$ cat config.mk
export PLATFORM = sky130hd
export DESIGN_NAME = bfasa_ctrl
export DESIGN_NICKNAME = d
export VERILOG_FILES = /design/src/hdl/bfasa_pkg.sv /design/src/hdl/bfasa_ctrl.sv
export SDC_FILE = /design/constraint.sdc
export NUM_CORES = 1
export LEC_CHECK = 0
export BUFFER_PORTS_ARGS = -buffer_cell sky130_fd_sc_hd__buf_2
export CAP_MARGIN = 10
export CELL_PAD_IN_SITES_DETAIL_PLACEMENT = 0
export CELL_PAD_IN_SITES_GLOBAL_PLACEMENT = 1
export CORE_MARGIN = 8
export CORE_UTILIZATION = 35
export CTS_CLUSTER_DIAMETER = 100
export DETAILED_ROUTE_END_ITERATION = 10
export GPL_ROUTABILITY_DRIVEN = 0
export GPL_TIMING_DRIVEN = 0
export PLACE_DENSITY = 0.9
export SLEW_MARGIN = 10
export SYNTH_ARGS = -nofsm -noshare
export SYNTH_HDL_FRONTEND = slang
export SYNTH_SLANG_ARGS = --single-unit
$ cat constraint.sdc
create_clock -name clock -period 1.67 [get_ports clock]
set_clock_uncertainty 0.1 [all_clocks]
set_input_delay 0.0835 -clock clock [delete_from_list [all_inputs] [get_ports clock]]
set_output_delay 0.0835 -clock clock [all_outputs]
set_load 0.005 [all_outputs]
$ cat src/hdl/bfasa_pkg.sv
// Shared types and constants of the best-fit aligned segment allocator.
`default_nettype none

package bfasa_pkg;

   localparam int ADDR_W     = 35;
   localparam int ALIGN_W    = 13;
   // Remainder unit: four dividend bits per cycle over a zero-padded 36-bit word.
   localparam int DIV_BITS   = 4;
   localparam int DIV_W      = 36;
   localparam int DIV_STEPS  = DIV_W / DIV_BITS;
   localparam int DIV_CNT_W  = $clog2(DIV_STEPS + 1);

   localparam logic [ADDR_W-1:0] POOL_RESET  = 35'd17179869184;
   localparam logic [ALIGN_W-1:0] ALIGN_RESET = 13'd1;
   localparam logic [ADDR_W-1:0] POOL_BASE   = 35'd1;

   typedef enum logic [1:0] {
      ACT_ALLOC = 2'd0,
      ACT_FREE  = 2'd1,
      ACT_QUERY = 2'd2,
      ACT_NONE  = 2'd3
   } action_type;

   typedef enum logic [1:0] {
      RS_OK       = 2'd0,
      RS_NOFIT    = 2'd1,
      RS_NOTALLOC = 2'd2,
      RS_FULL     = 2'd3
   } status_type;

   typedef enum logic [0:0] {
      CSR_POOL  = 1'b0,
      CSR_ALIGN = 1'b1
   } csr_index_type;

   typedef struct packed {
      action_type        action;
      logic [ADDR_W-1:0] request_size;
      logic [ADDR_W-1:0] address;
   } req_type;

   typedef struct packed {
      status_type        status;
      logic [ADDR_W-1:0] granted_address;
      logic              is_allocated;
   } rsp_type;

   // One row of the segment table
   typedef struct packed {
      logic [ADDR_W-1:0] start;
      logic [ADDR_W-1:0] length;
      logic              used;
   } entry_type;

   typedef enum logic [4:0] {
      DP_NOP,
      DP_INIT,
      DP_LOAD,
      DP_READ,
      DP_NEXT,
      DP_DIV_START,
      DP_DIV_STEP,
      DP_EVAL,
      DP_MATCH,
      DP_PLAN_ALLOC,
      DP_PLAN_FREE,
      DP_SH_READ,
      DP_SH_WRITE,
      DP_WR_SKIP,
      DP_WR_USED,
      DP_WR_REM,
      DP_WR_MERGE,
      DP_RESP
   } dp_op_type;

   typedef struct packed {
      dp_op_type  op;
      status_type code;
      logic       hit;
      logic       grant;
      logic       commit;
   } dp_cmd_type;

   typedef struct packed {
      action_type act;
      logic       size_zero;
      logic       idx_end;
      logic       cur_used;
      logic       cur_match;
      logic       div_busy;
      logic       best_valid;
      logic       need_over;
      logic       has_skip;
      logic       has_rem;
      logic       sh_done;
      logic       pool_wr;
   } dp_stat_type;

   typedef enum logic [3:0] {
      ST_INIT,
      ST_IDLE,
      ST_DISPATCH,
      ST_SCAN,
      ST_LOOK,
      ST_DIV,
      ST_SCAN_END,
      ST_FREE_RD,
      ST_FREE_PLAN,
      ST_FREE_WR,
      ST_SH_RD,
      ST_SH_WR,
      ST_WR_SKIP,
      ST_WR_USED,
      ST_WR_REM,
      ST_ALLOC_DONE
   } fsm_state_type;

endpackage

`default_nettype wire

$ cat src/hdl/bfasa_ctrl.sv
// Controller state machine of the segment allocator.
`default_nettype none

module bfasa_ctrl (
   input  wire logic                  clock,
   input  wire logic                  reset,
   input  wire logic                  start,
   input  wire bfasa_pkg::dp_stat_type stat,
   output logic                       busy,
   output bfasa_pkg::dp_cmd_type      cmd
);

   bfasa_pkg::fsm_state_type state_ff;
   bfasa_pkg::fsm_state_type state_in;

   always_ff @(posedge clock) begin
      if (reset) begin
         state_ff <= bfasa_pkg::ST_INIT;
      end else begin
         state_ff <= state_in;
      end
   end

   assign busy = (state_ff != bfasa_pkg::ST_IDLE);

   // next state and datapath command
   always_comb begin
      state_in   = state_ff;
      cmd.op     = bfasa_pkg::DP_NOP;
      cmd.code   = bfasa_pkg::RS_OK;
      cmd.hit    = 1'b0;
      cmd.grant  = 1'b0;
      cmd.commit = 1'b0;
      unique case (state_ff)
         bfasa_pkg::ST_INIT: begin
            cmd.op   = bfasa_pkg::DP_INIT;
            state_in = bfasa_pkg::ST_IDLE;
         end
         bfasa_pkg::ST_IDLE: begin
            if (stat.pool_wr) begin
               state_in = bfasa_pkg::ST_INIT;
            end else if (start) begin
               cmd.op   = bfasa_pkg::DP_LOAD;
               state_in = bfasa_pkg::ST_DISPATCH;
            end
         end
         bfasa_pkg::ST_DISPATCH: begin
            unique case (stat.act) inside
               bfasa_pkg::ACT_ALLOC: begin
                  if (stat.size_zero) begin
                     cmd.op   = bfasa_pkg::DP_RESP;
                     cmd.code = bfasa_pkg::RS_NOFIT;
                     state_in = bfasa_pkg::ST_IDLE;
                  end else begin
                     state_in = bfasa_pkg::ST_SCAN;
                  end
               end
               bfasa_pkg::ACT_FREE, bfasa_pkg::ACT_QUERY: begin
                  state_in = bfasa_pkg::ST_SCAN;
               end
               default: begin
                  cmd.op   = bfasa_pkg::DP_RESP;
                  state_in = bfasa_pkg::ST_IDLE;
               end
            endcase
         end
         bfasa_pkg::ST_SCAN: begin
            if (stat.idx_end) begin
               state_in = bfasa_pkg::ST_SCAN_END;
            end else begin
               cmd.op   = bfasa_pkg::DP_READ;
               state_in = bfasa_pkg::ST_LOOK;
            end
         end
         bfasa_pkg::ST_LOOK: begin
            if (stat.act == bfasa_pkg::ACT_ALLOC) begin
               if (stat.cur_used) begin
                  cmd.op   = bfasa_pkg::DP_NEXT;
                  state_in = bfasa_pkg::ST_SCAN;
               end else begin
                  cmd.op   = bfasa_pkg::DP_DIV_START;
                  state_in = bfasa_pkg::ST_DIV;
               end
            end else if (stat.cur_match) begin
               if (stat.act == bfasa_pkg::ACT_FREE) begin
                  cmd.op   = bfasa_pkg::DP_MATCH;
                  state_in = bfasa_pkg::ST_FREE_RD;
               end else begin
                  cmd.op   = bfasa_pkg::DP_RESP;
                  cmd.hit  = 1'b1;
                  state_in = bfasa_pkg::ST_IDLE;
               end
            end else begin
               cmd.op   = bfasa_pkg::DP_NEXT;
               state_in = bfasa_pkg::ST_SCAN;
            end
         end
         bfasa_pkg::ST_DIV: begin
            if (stat.div_busy) begin
               cmd.op = bfasa_pkg::DP_DIV_STEP;
            end else begin
               cmd.op   = bfasa_pkg::DP_EVAL;
               state_in = bfasa_pkg::ST_SCAN;
            end
         end
         bfasa_pkg::ST_SCAN_END: begin
            state_in = bfasa_pkg::ST_IDLE;
            cmd.op   = bfasa_pkg::DP_RESP;
            if (stat.act == bfasa_pkg::ACT_ALLOC) begin
               if (!stat.best_valid) begin
                  cmd.code = bfasa_pkg::RS_NOFIT;
               end else if (stat.need_over) begin
                  cmd.code = bfasa_pkg::RS_FULL;
               end else begin
                  cmd.op   = bfasa_pkg::DP_PLAN_ALLOC;
                  state_in = bfasa_pkg::ST_SH_RD;
               end
            end else if (stat.act == bfasa_pkg::ACT_FREE) begin
               cmd.code = bfasa_pkg::RS_NOTALLOC;
            end
         end
         bfasa_pkg::ST_FREE_RD: begin
            // fetch the right neighbor when there is one
            if (!stat.idx_end) begin
               cmd.op = bfasa_pkg::DP_READ;
            end
            state_in = bfasa_pkg::ST_FREE_PLAN;
         end
         bfasa_pkg::ST_FREE_PLAN: begin
            cmd.op   = bfasa_pkg::DP_PLAN_FREE;
            state_in = bfasa_pkg::ST_FREE_WR;
         end
         bfasa_pkg::ST_FREE_WR: begin
            cmd.op   = bfasa_pkg::DP_WR_MERGE;
            state_in = bfasa_pkg::ST_SH_RD;
         end
         bfasa_pkg::ST_SH_RD: begin
            if (!stat.sh_done) begin
               cmd.op   = bfasa_pkg::DP_SH_READ;
               state_in = bfasa_pkg::ST_SH_WR;
            end else if (stat.act == bfasa_pkg::ACT_ALLOC) begin
               state_in = bfasa_pkg::ST_WR_SKIP;
            end else begin
               cmd.op     = bfasa_pkg::DP_RESP;
               cmd.commit = 1'b1;
               state_in   = bfasa_pkg::ST_IDLE;
            end
         end
         bfasa_pkg::ST_SH_WR: begin
            cmd.op   = bfasa_pkg::DP_SH_WRITE;
            state_in = bfasa_pkg::ST_SH_RD;
         end
         bfasa_pkg::ST_WR_SKIP: begin
            if (stat.has_skip) begin
               cmd.op = bfasa_pkg::DP_WR_SKIP;
            end
            state_in = bfasa_pkg::ST_WR_USED;
         end
         bfasa_pkg::ST_WR_USED: begin
            cmd.op   = bfasa_pkg::DP_WR_USED;
            state_in = bfasa_pkg::ST_WR_REM;
         end
         bfasa_pkg::ST_WR_REM: begin
            if (stat.has_rem) begin
               cmd.op = bfasa_pkg::DP_WR_REM;
            end
            state_in = bfasa_pkg::ST_ALLOC_DONE;
         end
         bfasa_pkg::ST_ALLOC_DONE: begin
            cmd.op     = bfasa_pkg::DP_RESP;
            cmd.grant  = 1'b1;
            cmd.commit = 1'b1;
            state_in   = bfasa_pkg::ST_IDLE;
         end
         default: begin
            state_in = bfasa_pkg::ST_IDLE;
         end
      endcase
   end

endmodule

`default_nettype wire

==> run summary <==
DR pass1 iterations -> 4
Seq cells post-synth -> 4
Final Hold Fails -> 0
FFs w/ async S/R, synth -> 0
Ports -> 27
Std cell rows -> 18
Final setup fails -> 6
Net Sw Frac -> 0.339
Fin nets -> 186
Post-Layout Cell Count -> 194
Clock share of power -> 0.273
Synth Flop Type -> dfxtp_1
Reg2reg end -> state_ff[3]
Leak -> 0.586 nW
Initial Utilization -> 0.355
Fin worst setup slack -> -242 ps
DRT antenna net count -> 0
Tot Pwr -> 0.418 mW
Detailed Route Iter0 Violations -> 69
Reg2reg start -> state_ff[3]
CTS HTree Levels -> 1
CTS max path bufs -> 2
Mux share of post-synthesis cell area -> 0.0251
Setup_tns -> -461 ps
Register with the most flip-flops -> state_ff
Dpl cells -> 177
Largest register FFs -> 4
Worst setup SP type -> flip-flop
P per Cell Area -> 315 mW/mm²
Adder-cell share of the synthesized area -> 0.0591
Hold depth -> 5
Vias -> 1091
WL per Instance -> 16.7 µm
Max frequency -> 523 MHz
Routed wire length -> 3250 µm
Worst hold-check path type -> in2reg
Failing checks -> negative setup slack
Post-Place Worst Slack -> -226 ps
Critical path type -> reg2out
Height of the die -> 65.2 µm
Average size of a mapped cell -> 7.00 µm²
Critical path cell sequence -> buf_8 > mux2i_1 > or3_4 > o21ai_0 > or4_1 > buf_2
Slew @ Worst Pin -> 422 ps
CTS tree -> built
Crit. path cell count -> 6
Residual DRC -> 0
Layout area overhead -> 56.3%
Core Region -> 0.00239 mm²
Worst r2r path cells -> 5
Worst-path fanout max -> 5
Register share of total power -> 0.248
CP peak stage delay -> 400 ps
Setup crit start -> state_ff[1]
Post-synthesis cell count -> 121
GRT Util Overall -> 0.138
CTS clock-pin slew for the worst setup and hold paths -> 30 ps
CTS root buf -> clkbuf_4
First-pass GRT wire length -> 4940 µm
Final Slew Violations -> 0
Post-synthesis xor/xnor area fraction -> 0.0103
Die W -> 65.2 µm
Port Buffers -> 26
Minimum clock period -> 1910 ps
Number of global-route vias before repair -> 1118
Post-DR vias/cell -> 5.62
Post-synth EDFFs -> 0
P_int -> 0.276 mW
Yosys warning total -> 0
Simple logic cell fraction of the synthesized area -> 0.411
Synthesized cell area -> 847 µm²
Crit-path slowest cell -> or4_1
Largest family of logic cells by synthesized area -> simple AND/OR/NAND/NOR gates
Period utilization -> 1.14
Synth Area in Compound Gates -> 0.298
Required time of the critical path -> 1490 ps
Seq/Total Area, Yosys -> 0.0945
Largest registers -> state_ff (4)
Clk sinks -> 4
Total die area -> 0.00425 mm²
Crit path to -> cmd[5]
CP top delay family -> simple AND/OR/NAND/NOR gates
Relative slew slack -> 0.712
Post-DP HPWL -> 2130 µm
Gate power share -> 0.479
Worst Path Arrival -> 1730 ps
Fin util -> 0.555
Peak VDD IR -> 0.327 mV
CP Buf/Inv Count -> 2
Critical Path End Type -> output pin
N_diodes -> 0
Overflow after GRT -> 0
Post-synth cell types -> 45
Worst R2R Setup Slack -> 110 ps
Share of cells above drive strength 1 -> 0.470
Sw Pwr -> 0.142 mW
Largest net degree at the start of global routing -> 11
RSZ-0062 raised after global routing -> true
Worst skew pair latency -> 230 ps
Antenna violations before repair -> 0
Syn_nets -> 141
Status -> finished with violations
# Max-Cap Violations -> 0
CTS buffer count -> 3
-- metal layers --
metal	up-vias	GRT usage	wire, µm
met5	-	0	0
met4	0	0.0381	29
met3	6	0.0340	198
met2	46	0.230	1630
met1	508	0.170	1390
li1	531	-	-
-- placed cells by master (no fill, tap or decap), types with 4 or more instances in the layout --
| master | Yosys | final |
|---|---|---|
| buf_4 | 7 | 11 |
| o21ai_0 | 6 | 6 |
| nor2_1 | 5 | 4 |
| ha_1 | 4 | 4 |
| nand3_1 | 8 | 8 |
| nand2_1 | 12 | 12 |
| nor2b_1 | 8 | 5 |
| a21oi_1 | 8 | 6 |
| buf_6 | 0 | 7 |
| buf_2 | 3 | 26 |
-- worst min-delay path by stage --
stage | slack [ps] | from | to
after floorplan | 50 | reset | state_ff[2]
after global placement | 200 | reset | state_ff[1]
after detailed placement | 200 | reset | state_ff[1]
after CTS | 180 | start | state_ff[0]
after global routing | 220 | start | state_ff[0]
final | 180 | start | state_ff[0]
-- tightest hold or removal path, cell delays in order --
cell	delay (ps)
buf_2	90
o21ba_1	100
o21ai_0	60
nor2_1	80
nor3_1	50
-- kinds of logic after synthesis --
family | Yosys count
and+or+nand+nor | 56
AOI/OAI and AO/OA | 39
buffers and inverters | 15
adders and majority gates | 4
DFF | 4
muxes | 2
xor gates and xnor gates | 1
-- synth_stat cells (all sizes together) (3+ instances only) --
| cell type | n | area, µm² |
|---|---|---|
| a21boi | 3 | 22.5 |
| nand2b | 3 | 18.8 |
| a21oi | 8 | 40.0 |
| inv | 5 | 18.8 |
| nor2b | 8 | 50.1 |
| nand3 | 8 | 40.0 |
| o21ai | 12 | 60.1 |
| and3b | 3 | 26.3 |
| dfxtp | 4 | 80.1 |
| ha | 4 | 50.1 |
| nor2 | 5 | 18.8 |
| nand3b | 3 | 22.5 |
| nand2 | 12 | 45.0 |
| buf | 10 | 67.6 |
-- through the flow --
step	hold slack (ps)	area, µm²
finish	183	1320
global route	222	1320
CTS	176	1190
detailed placement	202	1010
global placement	202	1010
floorplan	52.9	847
-- power by group through the flow --
stage | clock network (mW) | logic [mW] | registers, mW
floorplan | 0 | 0.0962 | 0.102
global placement | 0 | 0.148 | 0.102
detailed placement | 0 | 0.151 | 0.102
CTS | 0.122 | 0.183 | 0.101
global route | 0.128 | 0.217 | 0.105
finish | 0.114 | 0.200 | 0.103
-- what timing repair did --
action | in CTS | in global routing
resized for setup | 27 | 19
cloned | 1 | 1
pin swaps | 4 | 6
hold buffers | 1 | 0
setup endpoints to repair | 6 | 7
buffers inserted | 6 | 6
hold endpoints to repair | 4 | 0
-- layout make-up --
type                            instances  area, µm²
Timing Repair Buffer                   41        272
Multi-Input combinational cell        102        773
Buffer                                  9        105
Clock buffer                            3       22.5
Tap cell                               30       37.5
Sequential cell                         4       92.6
Fill cell                             232       1060
Inverter                                5       21.3
Power figures use the tool's default switching activity.
